`src/rtl/ecbm_pkg.sv`:
```
// Shared widths, codes, types and the reload function of the event cart bank mapper.
`timescale 1ns / 1ps

package ecbm_pkg;

   localparam int REG_COUNT  = 4;
   localparam int IDX_W      = 2;
   localparam int VAL_W      = 5;
   localparam int BANK_W     = 4;
   localparam int COUNT_W    = 30;
   localparam int SETTING_W  = 4;

   // Base unit of the timer reload; reload_value scales it by the setting plus SETTING_OFFSET, less one.
   localparam int BASE_PERIOD    = 33554432;
   localparam int SETTING_OFFSET = 16;
   localparam int RELOAD_W       = COUNT_W + 6;

   localparam logic [SETTING_W-1:0] SETTING_RESET = SETTING_W'(4);
   localparam logic [VAL_W-1:0]     REG0_RESET    = VAL_W'(5'h0C);

   // Item kinds.
   localparam logic MODE_WRITE = 1'b0;
   localparam logic MODE_TICK  = 1'b1;

   // Register indexes.
   localparam logic [IDX_W-1:0] REG_MODE    = 2'd0;
   localparam logic [IDX_W-1:0] REG_CONTROL = 2'd1;
   localparam logic [IDX_W-1:0] REG_UNUSED  = 2'd2;
   localparam logic [IDX_W-1:0] REG_INNER   = 2'd3;

   // Bit positions in the control register.
   localparam int HOLD_BIT  = 4;
   localparam int INNER_BIT = 3;

   // Inner program modes, register 0 bits 3..2.
   localparam logic [1:0] INNER_FIXED_FIRST = 2'b10;
   localparam logic [1:0] INNER_FIXED_LAST  = 2'b11;

   localparam logic [BANK_W-1:0] BANK_INNER_BASE = BANK_W'(8);
   localparam logic [BANK_W-1:0] BANK_LAST       = BANK_W'(15);

   // Largest count the timer can ever hold.
   localparam logic [COUNT_W-1:0] COUNT_MAX =
      COUNT_W'(BASE_PERIOD * (SETTING_OFFSET + 15) - 1);

   typedef struct packed {
      logic step;   // an item leaves the input register this cycle
      logic tick;   // that item is one CPU cycle
      logic arm;    // that item writes register 1 or 3
      logic hold;   // hold bit after the write
   } timer_ctrl_type;

   typedef struct packed {
      logic [COUNT_W-1:0] count;
      logic               irq;
   } timer_state_type;

   function automatic logic [COUNT_W-1:0] reload_value(input logic [SETTING_W-1:0] setting);
      logic [RELOAD_W-1:0] prod;
      prod = RELOAD_W'(BASE_PERIOD) * (RELOAD_W'(setting) + RELOAD_W'(SETTING_OFFSET))
             - RELOAD_W'(1);
      return prod[COUNT_W-1:0];
   endfunction

endpackage

```
`src/rtl/ecbm_req_if.sv`:
```
// Input item channel: a register write or one CPU-cycle tick.
`timescale 1ns / 1ps

interface ecbm_req_if;
   logic       valid;
   logic       ready;
   logic       mode;
   logic [1:0] reg_index;
   logic [4:0] reg_value;

   modport source (output valid, output mode, output reg_index, output reg_value,
                   input ready);
   modport sink (input valid, input mode, input reg_index, input reg_value,
                 output ready);
endinterface

```
`src/rtl/ecbm_rsp_if.sv`:
```
// Result item channel: program banks, interrupt line and remaining count.
`timescale 1ns / 1ps

interface ecbm_rsp_if;
   logic        valid;
   logic        ready;
   logic [3:0]  prg_bank_first;
   logic [3:0]  prg_bank_second;
   logic        irq_line;
   logic [29:0] count_left;

   modport source (output valid, output prg_bank_first, output prg_bank_second,
                   output irq_line, output count_left, input ready);
   modport sink (input valid, input prg_bank_first, input prg_bank_second,
                 input irq_line, input count_left, output ready);
endinterface

```
`src/rtl/ecbm_csr_if.sv`:
```
// Configuration write channel carrying the timer setting.
`timescale 1ns / 1ps

interface ecbm_csr_if;
   logic       valid;
   logic       ready;
   logic [3:0] data;

   modport source (output valid, output data, input ready);
   modport sink (input valid, input data, output ready);
endinterface

```
`src/rtl/event_cart_bank_map_and_timer_unit.sv`:
```
// Top level of the event cart bank mapper with countdown timer.
`timescale 1ns / 1ps

// Path: an accepted item waits in the input register, then its result is loaded into the result
// register. Throughput: one item per cycle while results are taken, else the block stalls;
// the state update is a single pass between the two registers.
// The block keeps taking items while a result waits, and stalls only when both registers are full.
// Reset is synchronous and active high: registers 0x0C/0/0/0, count zero, interrupt clear,
// timer setting 4. The configuration port is always ready.
module event_cart_bank_map_and_timer_unit (
   input  logic       clock,
   input  logic       reset,
   ecbm_req_if.sink   req_ch,
   ecbm_rsp_if.source rsp_ch,
   ecbm_csr_if.sink   csr_ch
);
   import ecbm_pkg::*;

   // Timer setting, written through the configuration channel.
   logic [SETTING_W-1:0] setting_ff, setting_in;

   // Input register.
   logic             in_valid_ff, in_valid_in;
   logic             in_mode_ff;
   logic [IDX_W-1:0] in_index_ff;
   logic [VAL_W-1:0] in_value_ff;

   // Mapper registers.
   logic [VAL_W-1:0] regs_ff [REG_COUNT];
   logic [VAL_W-1:0] regs_in [REG_COUNT];

   // Result register.
   logic               out_valid_ff, out_valid_in;
   logic [BANK_W-1:0]  out_first_ff, out_second_ff;
   logic               out_irq_ff;
   logic [COUNT_W-1:0] out_count_ff;

   logic               advance;
   logic               is_write;
   logic               hold_bit;
   timer_ctrl_type     timer_ctrl;
   timer_state_type    timer_next;
   logic [BANK_W-1:0]  bank_first, bank_second;

   // The item in the input register moves on whenever the result register is free or drains.
   assign advance      = in_valid_ff && (!out_valid_ff || rsp_ch.ready);
   assign req_ch.ready = !in_valid_ff || advance;
   assign csr_ch.ready = 1'b1;

   assign in_valid_in  = (req_ch.valid && req_ch.ready) || (in_valid_ff && !advance);
   assign out_valid_in = advance || (out_valid_ff && !rsp_ch.ready);
   assign setting_in   = (csr_ch.valid && csr_ch.ready) ? csr_ch.data : setting_ff;

   assign is_write = (in_mode_ff == MODE_WRITE);

   // The hold bit is taken from register 1 after this item's write.
   assign hold_bit = (in_index_ff == REG_CONTROL) ? in_value_ff[HOLD_BIT]
                                                  : regs_ff[REG_CONTROL][HOLD_BIT];

   always_comb begin
      for (int i = 0; i < REG_COUNT; i++) begin
         regs_in[i] = regs_ff[i];
      end
      if (advance && is_write) begin
         regs_in[in_index_ff] = in_value_ff;
      end
   end

   assign timer_ctrl.step = advance;
   assign timer_ctrl.tick = (in_mode_ff == MODE_TICK);
   assign timer_ctrl.arm  = is_write &&
                            (in_index_ff == REG_CONTROL || in_index_ff == REG_INNER);
   assign timer_ctrl.hold = hold_bit;

   ecbm_timer u_timer (
      .clock      (clock),
      .reset      (reset),
      .ctrl       (timer_ctrl),
      .setting    (setting_ff),
      .next_state (timer_next)
   );

   // Banks are decoded from the register contents after this item.
   ecbm_bank_decode u_bank_decode (
      .reg_mode    (regs_in[REG_MODE]),
      .reg_control (regs_in[REG_CONTROL]),
      .reg_inner   (regs_in[REG_INNER]),
      .bank_first  (bank_first),
      .bank_second (bank_second)
   );

   always_ff @(posedge clock) begin
      if (reset) begin
         in_valid_ff  <= 1'b0;
         out_valid_ff <= 1'b0;
         setting_ff   <= SETTING_RESET;
         regs_ff[REG_MODE]    <= REG0_RESET;
         regs_ff[REG_CONTROL] <= '0;
         regs_ff[REG_UNUSED]  <= '0;
         regs_ff[REG_INNER]   <= '0;
      end else begin
         in_valid_ff  <= in_valid_in;
         out_valid_ff <= out_valid_in;
         setting_ff   <= setting_in;
         for (int i = 0; i < REG_COUNT; i++) begin
            regs_ff[i] <= regs_in[i];
         end
      end
   end

   // Payload registers carry no reset.
   always_ff @(posedge clock) begin
      if (req_ch.valid && req_ch.ready) begin
         in_mode_ff  <= req_ch.mode;
         in_index_ff <= req_ch.reg_index;
         in_value_ff <= req_ch.reg_value;
      end
      if (advance) begin
         out_first_ff  <= bank_first;
         out_second_ff <= bank_second;
         out_irq_ff    <= timer_next.irq;
         out_count_ff  <= timer_next.count;
      end
   end

   assign rsp_ch.valid           = out_valid_ff;
   assign rsp_ch.prg_bank_first  = out_first_ff;
   assign rsp_ch.prg_bank_second = out_second_ff;
   assign rsp_ch.irq_line        = out_irq_ff;
   assign rsp_ch.count_left      = out_count_ff;

`ifndef SYNTHESIS
   // An item that leaves the input register always lands in the result register.
   a_advance_fills_output: assert property (@(posedge clock) disable iff (reset)
      advance |=> out_valid_ff)
      else $error("result register not loaded after advance");

   // The count can never exceed the longest reload.
   a_count_bounded: assert property (@(posedge clock) disable iff (reset)
      out_valid_ff |-> (out_count_ff <= COUNT_MAX))
      else $error("count beyond longest reload");

   // A write to register 1 or 3 with the hold bit set stops the timer.
   a_hold_clears: assert property (@(posedge clock) disable iff (reset)
      (advance && timer_ctrl.arm && !timer_ctrl.tick && hold_bit)
      |=> (out_count_ff == '0 && !out_irq_ff))
      else $error("hold write did not clear timer");
`endif

endmodule

```
`src/rtl/ecbm_bank_decode.sv`:
```
// Program bank decode from the mapper registers.
`timescale 1ns / 1ps

module ecbm_bank_decode (
   input  logic [ecbm_pkg::VAL_W-1:0]  reg_mode,
   input  logic [ecbm_pkg::VAL_W-1:0]  reg_control,
   input  logic [ecbm_pkg::VAL_W-1:0]  reg_inner,
   output logic [ecbm_pkg::BANK_W-1:0] bank_first,
   output logic [ecbm_pkg::BANK_W-1:0] bank_second
);
   import ecbm_pkg::*;

   always_comb begin
      if (!reg_control[INNER_BIT]) begin
         // Outer 32K selection.
         bank_first  = {1'b0, reg_control[2:1], 1'b0};
         bank_second = {1'b0, reg_control[2:1], 1'b1};
      end else begin
         case (reg_mode[3:2])
            INNER_FIXED_FIRST: begin
               bank_first  = BANK_INNER_BASE;
               bank_second = {1'b1, reg_inner[2:0]};
            end
            INNER_FIXED_LAST: begin
               bank_first  = {1'b1, reg_inner[2:0]};
               bank_second = BANK_LAST;
            end
            default: begin
               bank_first  = {1'b1, reg_inner[2:1], 1'b0};
               bank_second = {1'b1, reg_inner[2:1], 1'b1};
            end
         endcase
      end
   end

endmodule

```
`src/rtl/ecbm_timer.sv`:
```
// Countdown timer and interrupt flag.
`timescale 1ns / 1ps

module ecbm_timer (
   input  logic                              clock,
   input  logic                              reset,
   input  ecbm_pkg::timer_ctrl_type          ctrl,
   input  logic [ecbm_pkg::SETTING_W-1:0]    setting,
   output ecbm_pkg::timer_state_type         next_state
);
   import ecbm_pkg::*;

   logic [COUNT_W-1:0] count_ff, count_in;
   logic               irq_ff, irq_in;

   always_comb begin
      count_in = count_ff;
      irq_in   = irq_ff;
      if (ctrl.step) begin
         if (ctrl.tick) begin
            if (count_ff != '0) begin
               count_in = count_ff - COUNT_W'(1);
               if (count_ff == COUNT_W'(1)) begin
                  irq_in = 1'b1;
               end
            end
         end else if (ctrl.arm) begin
            if (ctrl.hold) begin
               count_in = '0;
               irq_in   = 1'b0;
            end else if (count_ff == '0) begin
               count_in = reload_value(setting);
            end
         end
      end
   end

   always_ff @(posedge clock) begin
      if (reset) begin
         count_ff <= '0;
         irq_ff   <= 1'b0;
      end else begin
         count_ff <= count_in;
         irq_ff   <= irq_in;
      end
   end

   assign next_state.count = count_in;
   assign next_state.irq   = irq_in;

endmodule
```
`src/flat_wrapper.sv`:
```
// flat-port wrapper written by rule: the top's interface ports become plain ports
module event_cart_bank_map_and_timer_unit_flat import ecbm_pkg::*;
  (clock, reset, req_ch_valid, req_ch_mode, req_ch_reg_index, req_ch_reg_value, req_ch_ready, rsp_ch_valid, rsp_ch_prg_bank_first, rsp_ch_prg_bank_second, rsp_ch_irq_line, rsp_ch_count_left, rsp_ch_ready, csr_ch_valid, csr_ch_data, csr_ch_ready);
  ecbm_req_if req_ch_i ();
  ecbm_rsp_if rsp_ch_i ();
  ecbm_csr_if csr_ch_i ();
  input  logic clock;
  input  logic reset;
  input wire logic [$bits(req_ch_i.valid)-1:0] req_ch_valid;
  input wire logic [$bits(req_ch_i.mode)-1:0] req_ch_mode;
  input wire logic [$bits(req_ch_i.reg_index)-1:0] req_ch_reg_index;
  input wire logic [$bits(req_ch_i.reg_value)-1:0] req_ch_reg_value;
  output wire logic [$bits(req_ch_i.ready)-1:0] req_ch_ready;
  output wire logic [$bits(rsp_ch_i.valid)-1:0] rsp_ch_valid;
  output wire logic [$bits(rsp_ch_i.prg_bank_first)-1:0] rsp_ch_prg_bank_first;
  output wire logic [$bits(rsp_ch_i.prg_bank_second)-1:0] rsp_ch_prg_bank_second;
  output wire logic [$bits(rsp_ch_i.irq_line)-1:0] rsp_ch_irq_line;
  output wire logic [$bits(rsp_ch_i.count_left)-1:0] rsp_ch_count_left;
  input wire logic [$bits(rsp_ch_i.ready)-1:0] rsp_ch_ready;
  input wire logic [$bits(csr_ch_i.valid)-1:0] csr_ch_valid;
  input wire logic [$bits(csr_ch_i.data)-1:0] csr_ch_data;
  output wire logic [$bits(csr_ch_i.ready)-1:0] csr_ch_ready;
  assign req_ch_i.valid = req_ch_valid;
  assign req_ch_i.mode = req_ch_mode;
  assign req_ch_i.reg_index = req_ch_reg_index;
  assign req_ch_i.reg_value = req_ch_reg_value;
  assign req_ch_ready = req_ch_i.ready;
  assign rsp_ch_valid = rsp_ch_i.valid;
  assign rsp_ch_prg_bank_first = rsp_ch_i.prg_bank_first;
  assign rsp_ch_prg_bank_second = rsp_ch_i.prg_bank_second;
  assign rsp_ch_irq_line = rsp_ch_i.irq_line;
  assign rsp_ch_count_left = rsp_ch_i.count_left;
  assign rsp_ch_i.ready = rsp_ch_ready;
  assign csr_ch_i.valid = csr_ch_valid;
  assign csr_ch_i.data = csr_ch_data;
  assign csr_ch_ready = csr_ch_i.ready;
  event_cart_bank_map_and_timer_unit u_core (.clock(clock), .reset(reset), .req_ch(req_ch_i), .rsp_ch(rsp_ch_i), .csr_ch(csr_ch_i));
endmodule
```
`config.mk`:
```
export PLATFORM = sky130hd
export DESIGN_NAME = event_cart_bank_map_and_timer_unit_flat
export DESIGN_NICKNAME = d
export VERILOG_FILES = /design/src/rtl/ecbm_pkg.sv /design/src/rtl/ecbm_req_if.sv /design/src/rtl/ecbm_rsp_if.sv /design/src/rtl/ecbm_csr_if.sv /design/src/rtl/event_cart_bank_map_and_timer_unit.sv /design/src/rtl/ecbm_bank_decode.sv /design/src/rtl/ecbm_timer.sv /design/src/flat_wrapper.sv
export SDC_FILE = /design/constraint.sdc
export NUM_CORES = 1
export LEC_CHECK = 0
export BUFFER_PORTS_ARGS = -buffer_cell sky130_fd_sc_hd__buf_2
export CORE_MARGIN = 1
export CORE_UTILIZATION = 53
export CTS_CLUSTER_SIZE = 8
export DETAILED_ROUTE_END_ITERATION = 8
export GPL_TIMING_DRIVEN = 0
export PLACE_DENSITY = 0.76
export SYNTH_ARGS = -nofsm -noshare
export SYNTH_HDL_FRONTEND = slang
export SYNTH_HIERARCHICAL = 1
export SYNTH_SLANG_ARGS = --single-unit
export TNS_END_PERCENT = 30
```
`constraint.sdc`:
```
create_clock -name clock -period 2.7 [get_ports clock]
set_input_delay 0.27 -clock clock [delete_from_list [all_inputs] [get_ports clock]]
set_output_delay 0.27 -clock clock [all_outputs]
set_load 0.005 [all_outputs]
```
==> Yosys cells after proc, flatten, opt, wreduce, memory -nomap -nowiden <==
Memory sizes are Yosys's and may differ from the RTL's.
Index checks and enable logic that the tools add are counted.
{ "totals": {"ram_bits": 20, "input_bits": 17, "reg_bits": 84, "memories": 1} }
{ "op_classes": {"add_sub_neg": 3, "magnitude_cmp": 2, "n_eq_ne": 5, "mux": 28, "reduce_logical": 18, "n_bitwise": 6} }
{ "mem_list": {"columns": ["memory", "depth", "word_bits", "rd", "rd_clocked_by_memory_dff", "wr", "line_no", "rtl"], "rows": [
  ["u_core.regs_ff", 4, 5, 4, 0, 4, "event_cart_bank_map_and_timer_unit.sv:29", "logic [VAL_W-1:0] regs_ff [REG_COUNT];"]
]} }
{ "ops": {"columns": ["cell", "count"], "rows": [
  ["30-bit two-way mux", 6],
  ["30-bit by 1-bit subtractor with 30-bit output, second input constant", 2],
  ["30-bit by 1-bit == test with 1-bit output, second input constant", 1],
  ["30-bit logical NOT", 1],
  ["30-bit nonzero test", 1],
  ["5-bit two-way mux", 5],
  ["20-bit bitwise mux", 1],
  ["20-bit two-way mux", 1],
  ["3-bit case mux with 2 select lines", 2],
  ["5-bit demux with 2-bit select", 1],
  ["1-bit two-way mux", 10],
  ["1-bit logical AND", 7],
  ["2-bit == test, second input constant", 3],
  ["3-bit two-way mux", 2],
  ["4-bit by 5-bit adder with 5-bit output, second input constant", 1],
  ["1-bit logical OR", 5],
  ["1-bit logical NOT", 4],
  ["1-bit OR", 4],
  ["3-bit greater-or-equal comparator, second input constant", 1],
  ["3-bit by 1-bit < comparator with 1-bit output, second input constant", 1],
  ["2-bit inverter with 3-bit output", 1],
  ["2-bit by 1-bit == test with 1-bit output, second input constant", 1],
  ["1-bit inverter", 1]
]} }

==> Depth between registers and ports, before layout <==
Gate-level depths: netlist of the first run.
{ "depth": {"depth_word": 10, "depth_mapped": 11, "depth_no_buf": 11} }

==> Hierarchy <==
The synthesis of the first run kept the hierarchy.
{ "by_module_without_submodules": {"columns": ["module", "cells_per_inst", "instances", "seq_area_each_um2", "area_each_um2"], "rows": [
  ["event_cart_bank_map_and_timer_unit", 157, 1, 1831.8, 2503.7],
  ["ecbm_timer", 311, 1, 620.6, 2373.5],
  ["ecbm_bank_decode", 19, 1, 0.0, 98.8]
]} }

==> Worst setup path after synthesis of the first run <==
OpenSTA, ideal clock, no wires.
{ "synth_path": {"path_type": "register to register", "from": "reg u_core.out_valid_ff (netlist: u_core/rsp_ch.valid)", "to": "reg u_core.out_count_ff[5] (netlist: u_core/rsp_ch.count_left[5]), data pin", "path_stages_with_launch": 10, "path_slack_ns": -0.292, "n_path_buf": 3, "arrival_ns": 2.717, "t_required_ns": 2.426, "cell_sequence": "dfxtp_1 nand2b_1 and2_1 clkbuf_1 o21a_1 clkbuf_1 nand2_1 clkbuf_1 o311ai_0 nand3_1"} }
{ "synth_lines": {"columns": ["item", "line_no", "rtl"], "rows": [
  ["start: declaration", "event_cart_bank_map_and_timer_unit.sv:33", "logic out_valid_ff, out_valid_in;"],
  ["start signal: assignment", "event_cart_bank_map_and_timer_unit.sv:103", "out_valid_ff <= out_valid_in;"],
  ["end signal: assignment", "event_cart_bank_map_and_timer_unit.sv:122", "out_count_ff <= timer_next.count;"],
  ["end: declaration", "event_cart_bank_map_and_timer_unit.sv:36", "logic [COUNT_W-1:0] out_count_ff;"]
]} }

==> summary.md, run 1 <==
| Metric | Value |
|---|---|
| Highest metal used | `met4` |
| Type of the worst setup path | `flop to flop` |
| Tmin final | `2.61 ns` |
| Initial antenna violation count | `0` |
| Average size of a mapped cell | `10.1 um2` |
| Synth Instances | `461` |
| Count of pins over their slew limit | `0` |
| Setup WS post-layout | `0.0857 ns` |
| Synth warn | `6` |
| Final Hold Vio Count | `0` |
| DRC | `0` |
| Crit path largest cell delay | `0.39 ns` |
| Area grow syn2layout | `14.6%` |
| Register area | `2330 um2` |
| CP endpoint kind | `flop` |
| DIE AREA | `9200 um2` |
| Rel. slew slack | `41.2%` |
| Nets@finish | `554` |
| Number of fill cells | `685` |
| Multi-input logic area | `2200 um2` |
| Worst clock skew | `0.0103 ns` |
| GR Overflow Total | `0` |
| CTS tree | `done` |
| Clock-pin slew on the worst setup and hold paths | `0.08 ns` |
| Fin util | `63.9%` |
| RSZ-0062 raised after global routing | `yes` |
| Die Ht | `95.9 um` |
| Post-DP Area | `5090 um2` |
| Startpoint types | `flop` |
| Worst Tran Pin Value | `0.876 ns` |
| Critical Path RT | `2.99 ns` |
| # rows | `33` |
| Num ports | `59` |
| Largest delay share family, worst path | `simple AND/OR/NAND/NOR gates` |
| Outcome | `finished, final reports clean` |
| ANT cells | `0` |
| Clk_lat worst skew | `0.36 ns` |
| Slowest CP cell | `dfxtp_1` |
| Arr. time, crit path | `2.91 ns` |
| GRT Resource Usage Total | `27.3%` |
| Avg Vias per Cell | `6.40` |
| Detailed-route via count | `4108` |
| Largest net degree at the start of global routing | `30` |
| Post-cts hold buffer count | `0` |
| Design area | `5360 um2` |
| Clk sinks | `93` |
| Gp weighted congestion | `0.937` |
| Max_cap viols | `0` |
| WL met3 | `940 um` |
| CP Max Fanout | `7` |
| Syn Std Cell Area | `4680 um2` |
| Worst Path Buf+Inv | `2` |
| Met1 Routed Length | `5080 um` |
| Final setup violation count | `0` |
| Port Buffer Count | `56` |
| Initial Util | `55.8%` |
| Hold Slack | `0.0838 ns` |
| Place WS | `-0.907 ns` |
| Tightest Hold Check Type | `input pin to flop` |
| Layout cell share with drive strength beyond 1 | `23.6%` |
| Part of the cycle the worst path needs | `96.8%` |
| Routed WL | `11800 um` |
| WL/cell | `18.4 um` |
| Max clock buf depth | `2` |
| Dpl hpwl | `8240 um` |
| Num CTS Buffers | `9` |
| First-pass GRT wire length | `18700 um` |
| Final ANT Viol Nets | `0` |
| DRT Pass-1 Iters | `6` |
| Syn nets | `483` |
| Fmax achieved | `0.383 GHz` |
| Vias in the first global route | `3678` |
| Initial DRC count | `327` |
| H-tree depth | `3` |
| CORE AREA | `8380 um2` |
| CTS root buf | `clkbuf_8` |
| Crit path cell chain | `inv_1, ha_2, nor4b_2, nand4_1, nor2_4, inv_2, ha_1, o211ai_1, o21ai_0, a221oi_2, nor2b_1` |
| Routed length on met2 | `5540 um` |
| Die W | `95.9 um` |
## state kept, by name (all words and copies together), names as in the netlist
signal                         flops
u_core/rsp_ch.count_left          30
u_core/u_timer/irq_ff              1
u_core/setting_ff                  4
u_core/rsp_ch.irq_line             1
u_core/in_value_ff                 5
u_core/in_valid_ff                 1
u_core/in_mode_ff                  1
u_core/in_index_ff                 2
u_core/regs_ff                     9
u_core/rsp_ch.valid                1
u_core/rsp_ch.prg_bank_first       4
u_core/rsp_ch.prg_bank_second      4
u_core/u_timer/count_ff           30
## layout make-up
| cell class | instances | share of cell area [%] |
|---|---|---|
| flip-flops and latches | 93 | 43.5 |
| multi-input cells | 327 | 41.0 |
| well taps | 105 | 2.45 |
| inverters | 12 | 0.911 |
| repair buffers | 60 | 5.79 |
| clock inverters | 6 | 1.19 |
| plain buffers | 29 | 2.71 |
| clock buffers | 10 | 2.38 |
## stage by stage
stage	setup TNS [ns]	std cells
floorplan	0	461
global placement	-27.73	622
detailed placement	-33.86	622
CTS	-0.0154	640
global route	-0.123	642
finish	0	642
## repair_timing
item,4_1_cts,5_1_grt
buffers inserted,2,2
gates resized for setup,4,14
endpoints found under the setup margin,62,32
cloned,1,0
pin swaps,2,1
## worst reg2reg max path, delay by kind of cell, from the launching register on
kind                       cells  cell delay, ns
DFF                            1            0.39
buffers and inverters          2            0.26
and+or+nand+nor                4            0.89
AOI/OAI and AO/OA              3            0.55
adders and majority gates      2            0.47
## per-layer routing
layer	vias to the layer above	GRT usage [%]
met5	-	0
met4	0	10.6
met3	22	5.45
met2	196	42.6
met1	1967	37.2
li1	1923	-
## cell usage in the layout (no fill, tap or decap), types with 7 or more instances in the layout
cell type and instances:
a21oi_1 13, a31oi_1 24, buf_2 65, buf_4 8, clkbuf_1 14, clkbuf_8 9, dfxtp_1 46, edfxtp_1 47
inv_1 10, mux2i_1 12, nand2_1 23, nand2b_1 12, nand3_1 39, nand4_1 9, nor2_1 31, nor2b_1 8
nor3_1 16, o211ai_1 11, o21ai_0 7, or3_1 12
## path summary, 6_finish.rpt
check	from	to	slack [ns]	depth (start not counted)
max	u_core/u_timer/count_ff[0]	u_core/u_timer/count_ff[0]	0.09	11
max reg2reg	u_core/u_timer/count_ff[0]	u_core/u_timer/count_ff[0]	0.09	11
min reg2reg	u_core/regs_ff[3][2]	u_core/regs_ff[3][2]	0.48	2
min	req_ch_reg_value[2]	u_core/in_value_ff[2]	0.08	1
Power of run 1 is left out: the tool's default activity adds up to more than one toggle a clock period on the data nets, which glitch-free logic cannot reach.
==> inputs of run 2 (changes only) <==
==> constraint.sdc (replaced) <==
create_clock -name clock -period 2.7 [get_ports clock]
set_input_delay 0.54 -clock clock [delete_from_list [all_inputs] [get_ports clock]]
set_output_delay 0.54 -clock clock [all_outputs]
set_load 0.005 [all_outputs]
==> summary.md, run 2 (same netlist as run 1, synthesis figures left out) <==
| Metric | Value |
|---|---|
| Number of fill cells | `706 (+3.1%)` |
| Design area | `5390 um2 (+0.63%)` |
| Worst clock skew | `0.00677 ns (-0.00354 ns)` |
| Hold_sp | `req_ch_reg_value[2]` |
| Leak | `2.16 nW` |
| Largest net degree at the start of global routing | `30 (unchanged)` |
| Nets@finish | `555 (+0.18%)` |
| Commonest non-fill, non-tap cell in the layout | `buf_2` |
| Initial Util | `55.8% (unchanged)` |
| Avg Vias per Cell | `6.46 (+0.96%)` |
| Initial DRC count | `336 (+2.8%)` |
| Gp weighted congestion | `0.922 (-1.6%)` |
| ANT cells | `0 (unchanged)` |
| CTS tree | `done` |
| Most frequent cells in the layout | `buf_2, edfxtp_1, dfxtp_1` |
| DIE AREA | `9200 um2 (unchanged)` |
| GR Overflow Total | `0 (unchanged)` |
| Setup TNS | `0 ns (unchanged)` |
| Part of the cycle the worst path needs | `95.9% (-0.94 points)` |
| Pwr/cell area | `1460 nW/um2` |
| Detailed-route via count | `4154 (+1.1%)` |
| CP Max Fanout | `10 (+3)` |
| Type of the worst setup path | `flop to flop` |
| DRT Pass-1 Iters | `5 (-1)` |
| DRC | `0 (unchanged)` |
| Max_cap viols | `0 (unchanged)` |
| Tightest Hold Check Type | `input pin to flop` |
| Port Buffer Count | `56 (unchanged)` |
| Critical Path RT | `2.81 ns (-0.18 ns)` |
| Hold Path Cell Cnt | `1 (unchanged)` |
| Dpl hpwl | `8340 um (+1.3%)` |
| CTS root buf | `clkbuf_8` |
| Tmin final | `2.59 ns (-0.0254 ns)` |
| WL/cell | `18.9 um (+3.1%)` |
| Num CTS Buffers | `9 (unchanged)` |
| # rows | `33 (unchanged)` |
| Internal | `4.09 mW` |
| Routed WL | `12200 um (+3.3%)` |
| Maximum vdd ir drop | `0.642 mV` |
| Max clock buf depth | `2 (unchanged)` |
| Hold EP | `u_core/in_value_ff[2]` |
| Final setup violation count | `0 (unchanged)` |
| Initial antenna violation count | `0 (unchanged)` |
| Path depth of the worst reg2reg path | `6 (-5)` |
| Design Power | `7.88 mW` |
| CORE AREA | `8380 um2 (unchanged)` |
| Combinational power share | `59.9%` |
| First-pass GRT wire length | `18800 um (+0.85%)` |
| GRT Resource Usage Total | `27.5% (+0.24 points)` |
| Clock-pin slew on the worst setup and hold paths | `0.09 ns (about the same)` |
| Final Hold Vio Count | `0 (unchanged)` |
| Startpoint types | `flop` |
| Arr. time, crit path | `2.70 ns (-0.21 ns)` |
| Post-cts hold buffer count | `0 (unchanged)` |
| H-tree depth | `3 (unchanged)` |
| Net Switching | `3.80 mW` |
| Post-DP Area | `5090 um2 (about the same)` |
| Clk sinks | `93 (unchanged)` |
| Net Sw Frac | `48.2%` |
| Num ports | `59 (unchanged)` |
| Outcome | `finished, final reports clean` |
| Worst r2r src | `u_core/u_timer/count_ff[6]` |
| Rel. slew slack | `40.2% (-1.1 points)` |
| Vias in the first global route | `3829 (+4.1%)` |
| Clk_lat worst skew | `0.37 ns (about the same)` |
| Crit Reg-Reg Endpoint | `u_core/rsp_ch.count_left[29]` |
| Fmax achieved | `0.386 GHz (+0.98%)` |
| CP endpoint kind | `flop` |
| Die W | `95.9 um (unchanged)` |
| Area grow syn2layout | `15.3%` |
| Count of pins over their slew limit | `0 (unchanged)` |
| Clock power frac | `12.0%` |
| Die Ht | `95.9 um (unchanged)` |
| Worst Tran Pin Value | `0.891 ns (+0.0157 ns)` |
| Layout cell share with drive strength beyond 1 | `25.1% (+1.4 points)` |
| Worst R2R Setup Slack | `0.11 ns (+0.03 ns)` |
| Final ANT Viol Nets | `0 (unchanged)` |
| Sequential Power Share | `28.1%` |
-- run 2: layout make-up --
cell class	instances	area (um2)	area share [%]
Sequential cell	93	2330	43.3
Multi-Input combinational cell	328	2230	41.3
Timing Repair Buffer	60	310	5.75
Buffer	29	148	2.74
Tap cell	105	131	2.44
Clock buffer	9	124	2.30
Clock inverter	7	73.8	1.37
Inverter	12	45.0	0.835
-- run 2: repair_timing --
action,CTS,global route
setup buffers,2,2
gates cloned,1,1
pin swaps,2,4
setup endpoints to repair,54,30
gates resized for setup,5,15
-- run 2: how the worst max path moves through the flow --
stage | startpoint | to | slack [ns]
after floorplan | rsp_ch_ready | u_core/rsp_ch.count_left[5] | 0.07
after CTS | u_core/in_valid_ff | u_core/rsp_ch.count_left[20] | 0.04
final | u_core/u_timer/count_ff[6] | u_core/rsp_ch.count_left[29] | 0.11
after detailed placement | rsp_ch_ready | u_core/rsp_ch.count_left[20] | -0.85
after global placement | rsp_ch_ready | u_core/rsp_ch.count_left[5] | -0.80
after global routing | u_core/u_timer/count_ff[6] | u_core/rsp_ch.count_left[29] | -0.006
-- run 2: power by group through the flow --
| stage | clock (mW) | sequential [mW] | combinational (mW) |
|---|---|---|---|
| finish | 0.949 | 2.21 | 4.72 |
| global route | 1.01 | 2.24 | 5.07 |
| CTS | 0.959 | 2.18 | 4.42 |
| detailed placement | 0 | 2.21 | 4.18 |
| global placement | 0 | 2.19 | 4.14 |
| floorplan | 0 | 2.15 | 3.08 |
-- run 2: per-stage QoR --
stage	hold slack, ns	util [%]	worst slack (ns)	instances
after floorplan	0.448	-	0.0705	461
after global placement	0.460	60.7	-0.799	622
after global routing	0.332	64.3	-0.00593	643
after CTS	0.333	63.5	0.0400	640
after detailed placement	0.466	60.7	-0.849	622
final	0.336	64.3	0.111	643
-- run 2: worst max-delay path: stages (launching register included) --
cell,delay (ns)
dfxtp_1,0.36
nor4_2,0.46
buf_2,0.29
nand4_1,0.27
or3_1,0.47
o311ai_1,0.33
nand3_1,0.15
-- run 2: layer usage --
layer | vias to the layer above | routed length (um) | global-route usage, %
li1 | 1913 | - | -
met1 | 1953 | 5150 | 37.0
met2 | 251 | 5690 | 43.3
met3 | 37 | 1020 | 4.66
met4 | 0 | 313 | 12.7
met5 | - | 0 | 0
Power figures use the tool's default switching activity.
